## src/sv/msd_pkg.sv

```systemverilog
`default_nettype none

package msd_pkg;

   // field widths of one transfer
   localparam int CODE_BITS_W   = 6;
   localparam int CODE_LEN_W    = 3;
   localparam int CHAR_W        = 8;
   localparam int STATUS_W      = 3;
   localparam int REQ_DATA_W    = 32;
   localparam int RSP_DATA_W    = 16;

   // message characters
   localparam logic [CHAR_W-1:0] SYM_DOT  = 8'h2E;
   localparam logic [CHAR_W-1:0] SYM_DASH = 8'h5F;
   localparam logic [CHAR_W-1:0] SYM_GAP  = 8'h20;

   // third space of a run marks a word gap
   localparam logic [1:0] GAP_WORD_AT = 2'd2;
   localparam logic [1:0] GAP_SAT     = 2'd3;

   // result status codes
   localparam logic [STATUS_W-1:0] ST_LETTER  = 3'd0;
   localparam logic [STATUS_W-1:0] ST_WORD    = 3'd1;
   localparam logic [STATUS_W-1:0] ST_END     = 3'd2;
   localparam logic [STATUS_W-1:0] ST_BAD     = 3'd3;
   localparam logic [STATUS_W-1:0] ST_UNKNOWN = 3'd4;
   localparam logic [STATUS_W-1:0] ST_EMPTY   = 3'd5;

   // item kinds
   localparam logic KIND_LOAD   = 1'b0;
   localparam logic KIND_DECODE = 1'b1;

   // how the second stage forms its result
   typedef enum logic [2:0] {
      SRC_FLUSH,
      SRC_WORD,
      SRC_BAD,
      SRC_END,
      SRC_TAIL
   } src_type;

endpackage

`default_nettype wire

```

## src/sv/morse_symbol_decoder_core.sv

```systemverilog
`default_nettype none

// a result reaches rsp_tvalid through the first stage register and then the output register
// throughput: one request per cycle while req_tready is high, table read and path update in the accept cycle
// the letter table is one single-port synchronous ram, at most one access per request
// reset: synchronous; afterwards a clearing sweep zeroes all 2^(MAX_CODE_LENGTH+1) table
// entries with req_tready low, then decoding starts at the root

module morse_symbol_decoder_core #(
   parameter int MAX_CODE_LENGTH = 6
) (
   input  wire logic        clock,
   input  wire logic        reset,
   input  wire logic        req_tvalid,
   output logic             req_tready,
   // code_bits[5:0], code_length[8:6], letter[16:9], symbol[24:17], zero fill
   input  wire logic [31:0] req_tdata,
   // kind[0]
   input  wire logic        req_tuser,
   input  wire logic        req_tlast,
   output logic             rsp_tvalid,
   input  wire logic        rsp_tready,
   // out_char[7:0], status[10:8], zero fill
   output logic [15:0]      rsp_tdata,
   output logic             rsp_tlast
);

   localparam int ADDR_W = MAX_CODE_LENGTH + 1;
   localparam int DEPTH  = 1 << ADDR_W;

   // request fields
   logic [msd_pkg::CODE_BITS_W-1:0] code_bits;
   logic [msd_pkg::CODE_LEN_W-1:0]  code_length;
   logic [msd_pkg::CHAR_W-1:0]      letter;
   logic [msd_pkg::CHAR_W-1:0]      symbol;

   assign code_bits   = req_tdata[5:0];
   assign code_length = req_tdata[8:6];
   assign letter      = req_tdata[16:9];
   assign symbol      = req_tdata[24:17];

   // letter table and its read register
   logic [msd_pkg::CHAR_W-1:0] table_mem [DEPTH];
   logic [msd_pkg::CHAR_W-1:0] rd_ff;
   logic                       mem_we;
   logic                       mem_re;
   logic [ADDR_W-1:0]          mem_waddr;
   logic [msd_pkg::CHAR_W-1:0] mem_wdata;
   logic [ADDR_W-1:0]          mem_raddr;

   // clearing sweep
   logic              clr_busy_ff, clr_busy_in;
   logic [ADDR_W-1:0] clr_addr_ff, clr_addr_in;

   // decode state
   logic [ADDR_W-1:0] path_ff, path_in;
   logic              ovf_ff, ovf_in;
   logic [1:0]        gap_ff, gap_in;
   logic              drop_ff, drop_in;

   // first stage register
   logic               s1_valid_ff, s1_valid_in;
   logic               s1_emit_ff, s1_emit_in;
   msd_pkg::src_type   s1_src_ff, s1_src_in;
   logic               s1_ovf_ff, s1_ovf_in;
   logic               s1_eom_ff, s1_eom_in;
   logic               s1_clear_ff, s1_clear_in;

   // second stage and output register
   logic                         nonempty_ff, nonempty_in;
   logic                         rsp_valid_ff, rsp_valid_in;
   logic [msd_pkg::CHAR_W-1:0]   rsp_char_ff, rsp_char_in;
   logic [msd_pkg::STATUS_W-1:0] rsp_status_ff, rsp_status_in;
   logic                         rsp_eom_ff, rsp_eom_in;

   logic              accept;
   logic              out_free;
   logic              s1_go;
   logic [ADDR_W-1:0] load_addr;
   logic              load_ok;
   logic              pending;
   logic              word_gap;

   // handshake
   assign out_free   = !rsp_valid_ff || rsp_tready;
   assign s1_go      = s1_valid_ff && (!s1_emit_ff || out_free);
   assign req_tready = !clr_busy_ff && (!s1_valid_ff || s1_go);
   assign accept     = req_tvalid && req_tready;

   // node address of a load path, first symbol nearest the root
   always_comb begin
      int len;
      int k;
      len       = int'(code_length);
      k         = 0;
      load_ok   = (len <= MAX_CODE_LENGTH);
      load_addr = '0;
      for (int p = 0; p < ADDR_W; p++) begin
         if (p == len) begin
            load_addr[p] = 1'b1;
         end else if (p < len) begin
            k = len - 1 - p;
            if (k < msd_pkg::CODE_BITS_W) begin
               load_addr[p] = code_bits[3'(k)];
            end
         end
      end
   end

   assign pending  = (path_ff != ADDR_W'(1)) || ovf_ff;
   assign word_gap = (gap_ff == msd_pkg::GAP_WORD_AT);

   // clearing sweep after reset
   always_comb begin
      clr_busy_in = clr_busy_ff;
      clr_addr_in = clr_addr_ff;
      if (clr_busy_ff) begin
         clr_addr_in = clr_addr_ff + ADDR_W'(1);
         if (clr_addr_ff == ADDR_W'(DEPTH - 1)) begin
            clr_busy_in = 1'b0;
         end
      end
   end

   // first stage: path walk, table access and result plan
   always_comb begin
      path_in     = path_ff;
      ovf_in      = ovf_ff;
      gap_in      = gap_ff;
      drop_in     = drop_ff;
      s1_emit_in  = 1'b0;
      s1_src_in   = msd_pkg::SRC_END;
      s1_ovf_in   = 1'b0;
      s1_eom_in   = 1'b0;
      s1_clear_in = 1'b0;
      mem_we      = clr_busy_ff;
      mem_waddr   = clr_addr_ff;
      mem_wdata   = '0;
      mem_re      = 1'b0;
      mem_raddr   = path_ff;

      if (accept && req_tuser == msd_pkg::KIND_LOAD) begin
         if (load_ok) begin
            mem_we    = 1'b1;
            mem_waddr = load_addr;
            mem_wdata = letter;
         end
      end else if (accept) begin
         if (drop_ff) begin
            // rest of a bad message is dropped up to its last transfer
            if (req_tlast) begin
               s1_emit_in  = 1'b1;
               s1_src_in   = msd_pkg::SRC_END;
               s1_eom_in   = 1'b1;
               s1_clear_in = 1'b1;
            end
         end else if (symbol == msd_pkg::SYM_DOT || symbol == msd_pkg::SYM_DASH) begin
            gap_in = 2'd0;
            if (path_ff[ADDR_W-1]) begin
               ovf_in = 1'b1;
            end else begin
               path_in = {path_ff[ADDR_W-2:0], symbol == msd_pkg::SYM_DASH};
            end
            // last symbol flushes the extended path
            if (req_tlast) begin
               s1_emit_in  = 1'b1;
               s1_src_in   = msd_pkg::SRC_FLUSH;
               s1_ovf_in   = ovf_in;
               mem_re      = 1'b1;
               mem_raddr   = path_in;
               s1_eom_in   = 1'b1;
               s1_clear_in = 1'b1;
            end
         end else if (symbol == msd_pkg::SYM_GAP) begin
            if (pending) begin
               s1_emit_in = 1'b1;
               s1_src_in  = msd_pkg::SRC_FLUSH;
               s1_ovf_in  = ovf_ff;
               mem_re     = 1'b1;
            end
            if (word_gap) begin
               s1_emit_in = 1'b1;
               s1_src_in  = msd_pkg::SRC_WORD;
            end
            path_in = ADDR_W'(1);
            ovf_in  = 1'b0;
            if (gap_ff != msd_pkg::GAP_SAT) begin
               gap_in = gap_ff + 2'd1;
            end
            if (req_tlast) begin
               s1_emit_in  = 1'b1;
               if (!pending && !word_gap) begin
                  s1_src_in = msd_pkg::SRC_TAIL;
               end
               s1_eom_in   = 1'b1;
               s1_clear_in = 1'b1;
            end
         end else begin
            s1_emit_in = 1'b1;
            s1_src_in  = msd_pkg::SRC_BAD;
            s1_eom_in  = req_tlast;
            if (req_tlast) begin
               s1_clear_in = 1'b1;
            end else begin
               drop_in = 1'b1;
            end
         end

         // message state back to the root after its last transfer
         if (s1_clear_in) begin
            path_in = ADDR_W'(1);
            ovf_in  = 1'b0;
            gap_in  = 2'd0;
            drop_in = 1'b0;
         end
      end

      s1_valid_in = accept ? 1'b1 : (s1_go ? 1'b0 : s1_valid_ff);
   end

   // second stage: resolve table data into the result
   always_comb begin
      nonempty_in   = nonempty_ff;
      rsp_valid_in  = rsp_valid_ff;
      rsp_char_in   = rsp_char_ff;
      rsp_status_in = rsp_status_ff;
      rsp_eom_in    = rsp_eom_ff;

      if (rsp_tready) begin
         rsp_valid_in = 1'b0;
      end

      if (s1_go && s1_emit_ff) begin
         rsp_valid_in = 1'b1;
         rsp_eom_in   = s1_eom_ff;
         rsp_char_in  = '0;
         unique case (s1_src_ff)
            msd_pkg::SRC_FLUSH: begin
               if (!s1_ovf_ff && rd_ff != '0) begin
                  rsp_char_in   = rd_ff;
                  rsp_status_in = msd_pkg::ST_LETTER;
                  nonempty_in   = 1'b1;
               end else begin
                  rsp_status_in = msd_pkg::ST_UNKNOWN;
               end
            end
            msd_pkg::SRC_WORD: begin
               rsp_char_in   = msd_pkg::SYM_GAP;
               rsp_status_in = msd_pkg::ST_WORD;
               nonempty_in   = 1'b1;
            end
            msd_pkg::SRC_BAD: begin
               rsp_status_in = msd_pkg::ST_BAD;
            end
            msd_pkg::SRC_TAIL: begin
               rsp_status_in = nonempty_ff ? msd_pkg::ST_END : msd_pkg::ST_EMPTY;
            end
            default: begin
               rsp_status_in = msd_pkg::ST_END;
            end
         endcase
      end

      if (s1_go && s1_clear_ff) begin
         nonempty_in = 1'b0;
      end
   end

   // letter table ram
   always_ff @(posedge clock) begin
      if (mem_we) begin
         table_mem[mem_waddr] <= mem_wdata;
      end
      if (mem_re) begin
         rd_ff <= table_mem[mem_raddr];
      end
   end

   // control registers
   always_ff @(posedge clock) begin
      if (reset) begin
         clr_busy_ff  <= 1'b1;
         clr_addr_ff  <= '0;
         path_ff      <= ADDR_W'(1);
         ovf_ff       <= 1'b0;
         gap_ff       <= 2'd0;
         drop_ff      <= 1'b0;
         s1_valid_ff  <= 1'b0;
         nonempty_ff  <= 1'b0;
         rsp_valid_ff <= 1'b0;
      end else begin
         clr_busy_ff  <= clr_busy_in;
         clr_addr_ff  <= clr_addr_in;
         path_ff      <= path_in;
         ovf_ff       <= ovf_in;
         gap_ff       <= gap_in;
         drop_ff      <= drop_in;
         s1_valid_ff  <= s1_valid_in;
         nonempty_ff  <= nonempty_in;
         rsp_valid_ff <= rsp_valid_in;
      end
   end

   // payload registers
   always_ff @(posedge clock) begin
      if (accept) begin
         s1_emit_ff  <= s1_emit_in;
         s1_src_ff   <= s1_src_in;
         s1_ovf_ff   <= s1_ovf_in;
         s1_eom_ff   <= s1_eom_in;
         s1_clear_ff <= s1_clear_in;
      end
      rsp_char_ff   <= rsp_char_in;
      rsp_status_ff <= rsp_status_in;
      rsp_eom_ff    <= rsp_eom_in;
   end

   assign rsp_tvalid = rsp_valid_ff;
   assign rsp_tdata  = {5'd0, rsp_status_ff, rsp_char_ff};
   assign rsp_tlast  = rsp_eom_ff;

   // no request taken while the table is being cleared
   a_no_accept_in_clear: assert property (@(posedge clock) disable iff (reset)
      clr_busy_ff |-> !req_tready)
      else $error("request taken during table clear");

   // the path never leaves the tree
   a_path_nonzero: assert property (@(posedge clock) disable iff (reset)
      path_ff != '0)
      else $error("path index lost its root bit");

   // only letters and word spaces carry a character
   a_char_zero: assert property (@(posedge clock) disable iff (reset)
      rsp_valid_ff && rsp_status_ff != msd_pkg::ST_LETTER
         && rsp_status_ff != msd_pkg::ST_WORD |-> rsp_char_ff == '0)
      else $error("character on a status result");

   // a word space always carries a space
   a_word_char: assert property (@(posedge clock) disable iff (reset)
      rsp_valid_ff && rsp_status_ff == msd_pkg::ST_WORD |-> rsp_char_ff == msd_pkg::SYM_GAP)
      else $error("word space without space character");

   // a stalled result is held until its transfer
   a_rsp_hold: assert property (@(posedge clock) disable iff (reset)
      rsp_valid_ff && !rsp_tready |=> rsp_valid_ff && $stable(rsp_char_ff)
         && $stable(rsp_status_ff))
      else $error("stalled result changed");

endmodule

`default_nettype wire
```

## config.mk

```make
export PLATFORM = sky130hd
export DESIGN_NAME = morse_symbol_decoder_core
export DESIGN_NICKNAME = d
export VERILOG_FILES = /design/src/sv/msd_pkg.sv /design/src/sv/morse_symbol_decoder_core.sv
export SDC_FILE = /design/constraint.sdc
export NUM_CORES = 1
export LEC_CHECK = 0
export BUFFER_PORTS_ARGS = -buffer_cell sky130_fd_sc_hd__buf_4
export CAP_MARGIN = 0
export CORE_ASPECT_RATIO = 1.75
export CORE_UTILIZATION = 55
export CTS_CLUSTER_SIZE = 28
export DETAILED_ROUTE_END_ITERATION = 8
export PLACE_DENSITY = 0.71
export SLEW_MARGIN = 0
export SYNTH_ARGS = -nofsm -noshare
export SYNTH_HDL_FRONTEND = slang
export SYNTH_SLANG_ARGS = --single-unit
```

## constraint.sdc

```tcl
create_clock -name clock -period 7.35 [get_ports clock]
set_input_delay 0.3675 -clock clock [delete_from_list [all_inputs] [get_ports clock]]
set_output_delay 0.3675 -clock clock [all_outputs]
set_load 0.01 [all_outputs]
```

# Yosys cells after proc, flatten, opt, wreduce, memory -nomap -nowiden

Memories as Yosys holds them, arrays and structs flattened. A register that Yosys moved wholly into a read port is not among the register bits.
Index checks and enable logic that the tools add are counted.

Add/sub/neg operators: 9
Order comparisons: 22
Equal/unequal tests: 18
Mux-type cells: 116
Bitwise logic cells: 2
Reduce and logical (&&, ||, !) cells: 34

Operator list:

| cell                                                                     | number |
|---|---|
| 32-bit by 4-bit < comparator with 1-bit output (second input constant)   | 5 |
| 7-bit 2-to-1 mux                                                         | 12 |
| 1-bit 2-to-1 mux                                                         | 77 |
| 3-bit by 5-bit < comparator with 1-bit output (second input constant)    | 7 |
| 8-bit 2-to-1 mux                                                         | 3 |
| 1-bit binary-select mux with 3-bit select                                | 7 |
| 3-bit 2-to-1 mux                                                         | 7 |
| 8-bit by 6-bit == test with 1-bit output (second input constant)         | 2 |
| 8-bit case mux with 2 select lines                                       | 1 |
| 4-bit by 4-bit subtractor with 5-bit output (second input constant)      | 3 |
| 2-bit 2-to-1 mux                                                         | 7 |
| 3-bit == test (first input constant)                                     | 4 |
| 3-bit case mux with 4 select lines                                       | 1 |
| 4-bit by 3-bit subtractor with 5-bit output (second input constant)      | 2 |
| 3-bit < comparator (first input constant)                                | 3 |
| 8-bit by 7-bit == test with 1-bit output (second input constant)         | 1 |
| 1-bit logical AND                                                        | 8 |
| 8-bit nonzero test                                                       | 1 |
| 7-bit by 1-bit adder with 7-bit output (second input constant)           | 1 |
| 7-bit == test (second input constant)                                    | 1 |
| 1-bit logical NOT                                                        | 7 |
| 7-bit by 1-bit inequality test with 1-bit output (second input constant) | 1 |
| 2-bit by 3-bit == test with 1-bit output (first input constant)          | 2 |
| 3-bit logical NOT                                                        | 2 |
| other kinds (24)                                                         | 36 |

Register bits after elaboration: 41
Memory bits (writable): 1024
Output and inout bits: 19
Memories kept: 1

Memory list:

| memory    | words | width | rd ports | clocked after Yosys merged registers in | wr ports | RTL line                        | RTL |
|---|---|---|---|---|---|---|---|
| table_mem | 128   | 8     | 1        | 1                                       | 1        | morse_symbol_decoder_core.sv:43 | `logic [msd_pkg::CHAR_W-1:0] table_mem [DEPTH];` |

# Logic depth before layout (Yosys ltp)

Gate-level depths: netlist (run 1).

Depth in word-level cells: 11
Depth in mapped cells: 16

# Worst setup path after synthesis (run 1)

Ideal clock, no wire load.

Path kind: register -> register
Start point: register rsp_valid_ff (netlist: rsp_tvalid)
End point: memory table_mem[0][0] (netlist bit) (data pin)
Setup time: 0.535 ns
Arrival: 3.269 ns
Required time: 6.815 ns
Setup slack: 3.546 ns
Cell stages (with the launch flop): 7
Buffers on the path: 1
Period minus slack after synthesis: 3.804 ns
Path through: dfxtp_1 -> nor2b_1 -> and3_1 -> nor3_2 -> o21a_1 -> clkbuf_1 -> and2_1

Word-level cells in the longest chain between the ends: 9

Ends and longest elaborated chain:

| item                     | RTL line                         | RTL |
|---|---|---|
| start: declaration       | morse_symbol_decoder_core.sv:71  | `logic rsp_valid_ff, rsp_valid_in;` |
| start signal: assignment | morse_symbol_decoder_core.sv:300 | `rsp_valid_ff <= rsp_valid_in;` |
| 1-bit logical NOT        | morse_symbol_decoder_core.sv:85  | `assign out_free = !rsp_valid_ff \|\| rsp_tready;` |
| 1-bit logical OR         | morse_symbol_decoder_core.sv:85  |  |
| 1-bit logical OR         | morse_symbol_decoder_core.sv:86  | `assign s1_go = s1_valid_ff && (!s1_emit_ff \|\| out_free);` |
| 1-bit logical AND        | morse_symbol_decoder_core.sv:86  |  |
| 1-bit logical OR         | morse_symbol_decoder_core.sv:87  | `assign req_tready = !clr_busy_ff && (!s1_valid_ff \|\| s1_go);` |
| 1-bit logical AND        | morse_symbol_decoder_core.sv:87  |  |
| 1-bit logical AND        | morse_symbol_decoder_core.sv:88  | `assign accept = req_tvalid && req_tready;` |
| 1-bit logical AND        | morse_symbol_decoder_core.sv:142 | `if (accept && req_tuser == msd_pkg::KIND_LOAD) begin` |
| 8-bit 2-to-1 mux         | morse_symbol_decoder_core.sv:142 |  |
| via mem_wdata, one bit   | morse_symbol_decoder_core.sv:48  | `logic [msd_pkg::CHAR_W-1:0] mem_wdata;` |
| end: declaration         | morse_symbol_decoder_core.sv:43  |  |

The timed path passes the listed nets, and every way through them passes these cells.

# Worst setup path in the final report (run 1)

Start point: register path_ff[0]
End point: register rd_ff[6] (netlist bit), read port of table_mem (data pin)

Word-level cells in the longest chain between the ends: 8

Ends and longest elaborated chain:

| item                                             | RTL line                         | RTL |
|---|---|---|
| start: declaration                               | morse_symbol_decoder_core.sv:56  | `logic [ADDR_W-1:0] path_ff, path_in;` |
| start signal: assignment                         | morse_symbol_decoder_core.sv:294 | `path_ff <= path_in;` |
| 7-bit by 1-bit inequality test with 1-bit output | morse_symbol_decoder_core.sv:110 | `assign pending = (path_ff != ADDR_W'(1)) \|\| ovf_ff;` |
| 1-bit logical OR                                 | morse_symbol_decoder_core.sv:110 |  |
| 1-bit 2-to-1 mux                                 | morse_symbol_decoder_core.sv:175 | `if (pending) begin` |
| 1-bit 2-to-1 mux                                 | morse_symbol_decoder_core.sv:174 | `end else if (symbol == msd_pkg::SYM_GAP) begin` |
| 1-bit 2-to-1 mux                                 | morse_symbol_decoder_core.sv:157 | `end else if (symbol == msd_pkg::SYM_DOT \|\| symbol == msd_pkg::SYM_DASH) begin` |
| 1-bit 2-to-1 mux                                 | morse_symbol_decoder_core.sv:149 | `if (drop_ff) begin` |
| 1-bit 2-to-1 mux                                 | morse_symbol_decoder_core.sv:148 | `end else if (accept) begin` |
| 1-bit 2-to-1 mux                                 | morse_symbol_decoder_core.sv:142 |  |
| end: declaration                                 | morse_symbol_decoder_core.sv:44  | `logic [msd_pkg::CHAR_W-1:0] rd_ff;` |

Several ways; a longest one is shown, not always the timed one.
A chain may end at the register's enable or synchronous reset.

==> results.toml, run 1 <==
[run_status]
status = "finished clean"

[logic_synthesis]
netlist-cell-type-count = 78
syn-cell-area_sq_um = 43700
synthCells = 3093
syn_area_per_cell_sq_um = 14.1
synth_edf_count = 1050
ys_ff_latch = 1072
synth_seq_area_share_pct = 73.1
ys_warn_count = 0
synth_ff_type = "edfxtp_1"
yosys.area.top_type = "edfxtp_1"
async_flop_share_pct = 0
synth.top_cells.by_area = "edfxtp_1 (72%), mux2i_1 (4.8%), nand2_1 (3.6%), a21oi_1 (3.1%), o21ai_0 (1.9%)"
synth_top_area_share_pct = 72.1

[clock_tree]
hold_buffers = 1
clock-sinks = 1072
clk_pin_slew_ns = 0.07
clock_path_buffers = 3
post_cts_buffers = 0
cts_max_level = 3
cts_buffers = 86
clk_latency_ns = 0.68
cts_tree = "done"
cts_resized = 0
cts-root-buf = "clkbuf_16"

[timing]
maxSlewHeadroom_pct = 21.6
slew_viol_final = 0
fin_tns_setup_ns = 0
layout_worst_path_cycle_share_pct = 68.1
fmax_mhz = 200
grt_setup_unrepaired = "no"
setup_viol = 0
period_minus_slack_ns = 5.00
tightestPinTransition_ns = 1.15
fin_worst_skew_ns = 0.0188
final_hold_viol_count = 0

[global_routing]
grt_use_total_pct = 28.0
antenna_found_initial = 0
grt_pass1_wl_mm = 167
grt_max_degree = 113
grt_overflow_total = 0
first_global_vias = 26700

[place]
hpwl_mm = 68.5
gp_congestion = 0.904
placedInstanceArea_sq_um = 44900
port_buffers = 44

[worst_setup_path]
crit_path_start_kind = "flop"
r2r_cells = 8
ff2ff_setup_slack_ns = 2.35
critPathCaptureType = "flop"
cp_max_fo = 55
critPathRequiredTime_ns = 7.73
path_class = "reg -> reg"
reg2reg_to = "rd_ff[6]"
cp.arrival_ns = 5.38
reg2reg_from = "path_ff[0]"

[flow_run]
drv_cap = 0

[finish]
fin_area_sq_um = 47800
finish.utilization_pct = 60.8
fin_nets = 3124
drive_above_1_share_pct = 9.87
syn_to_final_growth_pct = 9.37

[floorplanning]
std_cell_rows = 136
fp.coreArea_sq_um = 78600
io_pins = 57
dieArea_sq_um = 80700
die_x_um = 215
initial_utilization_pct = 55.6
die_h_um = 375

[route]
drt_pass1_iterations = 5
drc = 0
routed_wl_mm = 113
vias = 26800
ant_nets = 0
avgRoutedWirePerCell_um = 27.0
vias_per_cell = 6.41
first_iter_violations = 3088

[hold_path]
hold_path.class = "in -> reg"
whs_endpoint = "nonempty_ff"
hp-start = "rsp_tready"
holdPathStages = 4

[power]
power_density_nw_per_um2 = 241
cellLeakagePower_uw = 0.0159
ir_drop_mv = 0.185
power_uw = 11500
## layer usage
layer	track usage (%)	wire length (um)
met1	32.8	39100
met2	48.9	58800
met3	3.71	7910
met4	17.0	7380
met5	0	0
## flip-flops by register name, indices dropped and copies added, names as in the netlist
signal and count:
rsp_tlast 1, drop_ff 1, table_mem 1024, s1_emit_ff 1, s1_valid_ff 1, s1_eom_ff 1, ovf_ff 1, rsp_status_ff 3
nonempty_ff 1, s1_src_ff 3, gap_ff 2, path_ff 7, rd_ff 8, rsp_tvalid 1, rsp_char_ff 8, s1_ovf_ff 1
clr_busy_ff 1, clr_addr_ff 7
## cell families after synthesis
group	share of synthesized area, %
buf+inv	2.40
flops	73.1
mux	6.38
xor+xnor	0.0801
other cells	0.00858
compound gates	8.67
fa+ha+maj	0.286
simple gates	9.06
## power by group
part	total, uW	internal [uW]	switching [uW]
combinational	131	35.7	95.2
sequential	6620	6620	5.73
clock	4770	2650	2120
total	11500	9300	2220
## worst max-delay path, cell delays in order (launching register included)
cell,delay (ns)
dfxtp_1,0.63
clkinv_1,0.53
nor3_1,0.69
or3_4,0.80
a21oi_1,0.08
a2111oi_0,0.93
a211oi_1,0.37
a31o_1,0.37
o32a_1,0.30
## stage by stage
stage,setup WS [ns],hold WS (ns),instances
3_3_place_gp,2.40,0.450,4022
5_1_grt,2.40,0.0725,4185
2_1_floorplan,3.55,0.427,3097
4_1_cts,2.48,0.0144,4185
3_5_place_dp,2.33,0.456,4022
6_report,2.35,0.0483,4186
## synth_stat cells (6+ instances only)
cell and n:
a2111oi_0 15, a21o_1 10, a21oi_1 271, a221oi_1 7, a222oi_1 6, a22oi_1 14
a31oi_1 18, a32oi_1 10, and2_1 19, and4b_1 9, buf_1 15, buf_2 35
buf_4 18, buf_6 18, clkbuf_1 109, dfxtp_1 22, edfxtp_1 1050, ha_1 10
inv_1 11, mux2_2 57, mux2i_1 210, nand2_1 414, nand3_1 106, nor2_1 179
nor3_1 13, nor4_1 60, o21a_1 6, o21ai_0 166, o21ai_1 6, o22ai_1 89
o41ai_1 7, or4_1 20, or4b_1 8
## layout make-up
cell class / instances / area (sq um)
clock buffer: 103 / 2280
fill: 5813 / 30800
timing repair buffer: 88 / 776
multi-input combinational: 1816 / 10900
clock inverter: 59 / 596
sequential: 1072 / 32000
antenna: 1 / 2.50
tap: 1035 / 1290
inverter: 12 / 45.0
## worst max path at each step
stage / startpoint / endpoint / slack [ns] / depth (start not counted)
finish: path_ff[0] / rd_ff[6] / 2.35 / 8
global route: rsp_tvalid / table_mem[121][5] / 2.40 / 8
CTS: clr_busy_ff / rd_ff[2] / 2.48 / 10
detailed placement: req_tdata[22] / rd_ff[6] / 2.33 / 11
global placement: req_tdata[22] / rd_ff[6] / 2.40 / 11
floorplan: rsp_tvalid / table_mem[0][0] / 3.55 / 6
## layout by cell type, fill, tap and decap left out, types with 10 or more instances in the layout
master     Yosys  final
edfxtp_1    1050   1050
nand2_1      414    406
a21oi_1      271    269
mux2i_1      210    210
nor2_1       179    179
o21ai_0      166    165
nand3_1      106    104
o22ai_1       89     89
clkbuf_16      0     89
buf_4         18     78
nor4_1        60     60
mux2_2        57     57
clkinv_1       1     22
dfxtp_1       22     22
or4_1         20     20
clkinv_2       0     18
a31oi_1       18     17
a2111oi_0     15     15
a22oi_1       14     14
clkbuf_1     109     14
nor3_1        13     12
bufinv_16      0     12
inv_1         11     11
and2_1        19     11
a21o_1        10     10
a32oi_1       10     10
ha_1          10     10
(Power assumes the default switching activity.)
==> run 2: changes to the inputs <==
--- a/config.mk
+++ b/config.mk
@@ -5,13 +5,14 @@
 export SDC_FILE = /design/constraint.sdc
 export NUM_CORES = 1
 export LEC_CHECK = 0
+export ABC_AREA = 1
 export BUFFER_PORTS_ARGS = -buffer_cell sky130_fd_sc_hd__buf_4
 export CAP_MARGIN = 0
 export CORE_ASPECT_RATIO = 1.75
 export CORE_UTILIZATION = 55
 export CTS_CLUSTER_SIZE = 28
 export DETAILED_ROUTE_END_ITERATION = 8
-export PLACE_DENSITY = 0.71
+export PLACE_DENSITY = 0.74
 export SLEW_MARGIN = 0
 export SYNTH_ARGS = -nofsm -noshare
 export SYNTH_HDL_FRONTEND = slang
==> constraint.sdc (replaced) <==
create_clock -name clock -period 4.25 [get_ports clock]
set_input_delay 0.2125 -clock clock [delete_from_list [all_inputs] [get_ports clock]]
set_output_delay 0.2125 -clock clock [all_outputs]
set_load 0.01 [all_outputs]
==> results.toml, run 2 <==
[floorplanning]
io_pins = 57
dieArea_sq_um = 88200
die_x_um = 225
die_h_um = 392
std_cell_rows = 142
fp.coreArea_sq_um = 85800
initial_utilization_pct = 55.7

[logic_synthesis]
ys_warn_count = 0
synth_top_area_share_pct = 65.9
synth_ff_type = "edfxtp_1"
synthTopCellsByCount = "nand2_1 (1,366), edfxtp_1 (1,050), nand3_1 (896)"
synth_seq_area_share_pct = 66.8
synth.top_cells.by_area = "edfxtp_1 (66%), nand2_1 (11%), nand3_1 (9.4%), inv_1 (6.7%), buf_2 (1.5%)"
netlist-cell-type-count = 46
syn-cell-area_sq_um = 47800
synth_edf_count = 1050
yosys.area.top_type = "edfxtp_1"
async_flop_share_pct = 0
ys_ff_latch = 1072
synthMostInstantiatedCell = "nand2_1"
syn_area_per_cell_sq_um = 10.0
synthCells = 4769

[timing]
grt_setup_unrepaired = "no"
setup_viol = 0
slew_viol_final = 0
final_hold_viol_count = 0
maxSlewHeadroom_pct = 25.9
fmax_mhz = 252
period_minus_slack_ns = 3.97
tightestPinTransition_ns = 1.11
fin_worst_skew_ns = 0.0212
setup_slack_ns = 0.281
fin_tns_setup_ns = 0
layout_worst_path_cycle_share_pct = 93.4

[route]
routed_wl_mm = 122
ant_nets = 0
drt_pass1_iterations = 6
drc = 0
avgRoutedWirePerCell_um = 19.8
vias_per_cell = 5.43
vias = 33400
first_iter_violations = 3482

[global_routing]
grt_use_total_pct = 28.0
antenna_found_initial = 1
grt_pass1_wl_mm = 184
first_global_vias = 32300
grt_overflow_total = 0
grt_max_degree = 129

[clock_tree]
clk_latency_ns = 0.69
cts_buffers = 90
cts_tree = "done"
clk_pin_slew_ns = 0.07
cts-root-buf = "clkbuf_16"
cts_max_level = 3
clock-sinks = 1072
clock_path_buffers = 3

[worst_setup_path]
critPathCaptureType = "flop"
crit_path_start_kind = "flop"
critPathRequiredTime_ns = 4.66
cp_max_fo = 42
cp.arrival_ns = 4.38
path_class = "reg -> reg"

[power]
ir_drop_mv = 0.350
cellLeakagePower_uw = 0.0231
power_density_nw_per_um2 = 378

[run_status]
status = "finished clean"

[hold_path]
hold_path.class = "in -> reg"

[finish]
drive_above_1_share_pct = 9.33
fin_area_sq_um = 53900
layout_common_cells = "nand2_1 (1,365), edfxtp_1 (1,050), nand3_1 (896)"
largest_register_ffs = 1024
largestRegisters = "table_mem x1024, rd_ff x8, rsp_char_ff x8"
finish.utilization_pct = 62.8
fillers = 6404
syn_to_final_growth_pct = 12.8
largest_register = "table_mem"
final_common_cell = "nand2_1"
fin_nets = 4969

[place]
hpwl_mm = 76.4
gp_congestion = 0.934
port_buffers = 44
placedInstanceArea_sq_um = 50800
dpl_worst_slack_ns = 0.373

[flow_run]
drv_cap = 0
run 2: logic make-up (layout without fill, tap and decap cells):
| logic type | after synthesis | in the layout | share of synthesized area [%] |
|---|---|---|---|
| compound gates | 92 | 92 | 1.16 |
| xor+xnor | 1 | 1 | 0.0183 |
| other cells | 1 | 6 | 0.00784 |
| buf+inv | 1109 | 1332 | 9.55 |
| fa+ha+maj | 10 | 10 | 0.262 |
| simple gates | 2483 | 2483 | 22.1 |
| flops | 1072 | 1072 | 66.8 |
| mux | 1 | 1 | 0.0209 |
run 2: stage by stage:
step	hold slack, ns	instances	total power [uW]
after floorplan	0.385	4773	11800
after global placement	0.458	5972	11900
after detailed placement	0.465	5972	11900
after CTS	0.00522	6148	20400
after global routing	0.0460	6148	20800
final	0.0329	6149	20400
run 2: routing by layer:
metal / global-route usage (%) / share of wire, %
met1: 31.4 / 34
met2: 49.9 / 52
met3: 3.42 / 7.0
met4: 18.3 / 6.8
met5: 0 / 0.0082
run 2: power by group:
group          switching [uW]  leakage [uW]  internal, uW  total [uW]
clock                    3770       0.00150          4910        8670
sequential               7.36       0.00950         11400       11400
combinational             176        0.0121          77.4         254
run 2: repair_timing:
| action | in CTS | in global routing |
|---|---|---|
| hold buffers | 9 | 0 |
| setup buffers | 0 | 0 |
| endpoints found under the hold margin | 36 | 0 |
| resized for setup | 0 | 0 |
run 2: path summary, 6_finish.rpt:
check / from / end / cells past startpoint / slack [ns]
setup / recovery: s1_emit_ff / rd_ff[5] / 15 / 0.28
hold / removal: req_tdata[15] / table_mem[55][6] / 3 / 0.03
setup reg to reg: s1_emit_ff / rd_ff[5] / 15 / 0.28
hold reg to reg: s1_eom_ff / rsp_tlast / 0 / 0.48
run 2: worst max-delay path: stages (launching register included):
cell and delay [ns]:
edfxtp_1 0.41, nand4_1 0.14, nand2_2 0.08, nor2_4 0.22
nand2_4 0.16, nor2_8 0.34, o21ai_4 0.20, inv_4 0.51
buf_4 0.42, nand3_1 0.15, nand3_1 0.21, nand3_1 0.13
nand3_1 0.21, nand2_1 0.22, nand2_1 0.14, nand2_1 0.13
run 2: layout make-up:
| type | instances | area [sq um] | area share (%) |
|---|---|---|---|
| timing repair buffer | 297 | 2740 | 5.08 |
| inverter | 868 | 3260 | 6.05 |
| sequential | 1072 | 32000 | 59.3 |
| clock inverter | 60 | 716 | 1.33 |
| clock buffer | 107 | 2360 | 4.37 |
| antenna | 1 | 2.50 | 0.00464 |
| multi-input combinational | 2592 | 11400 | 21.2 |
| tap | 1152 | 1440 | 2.67 |
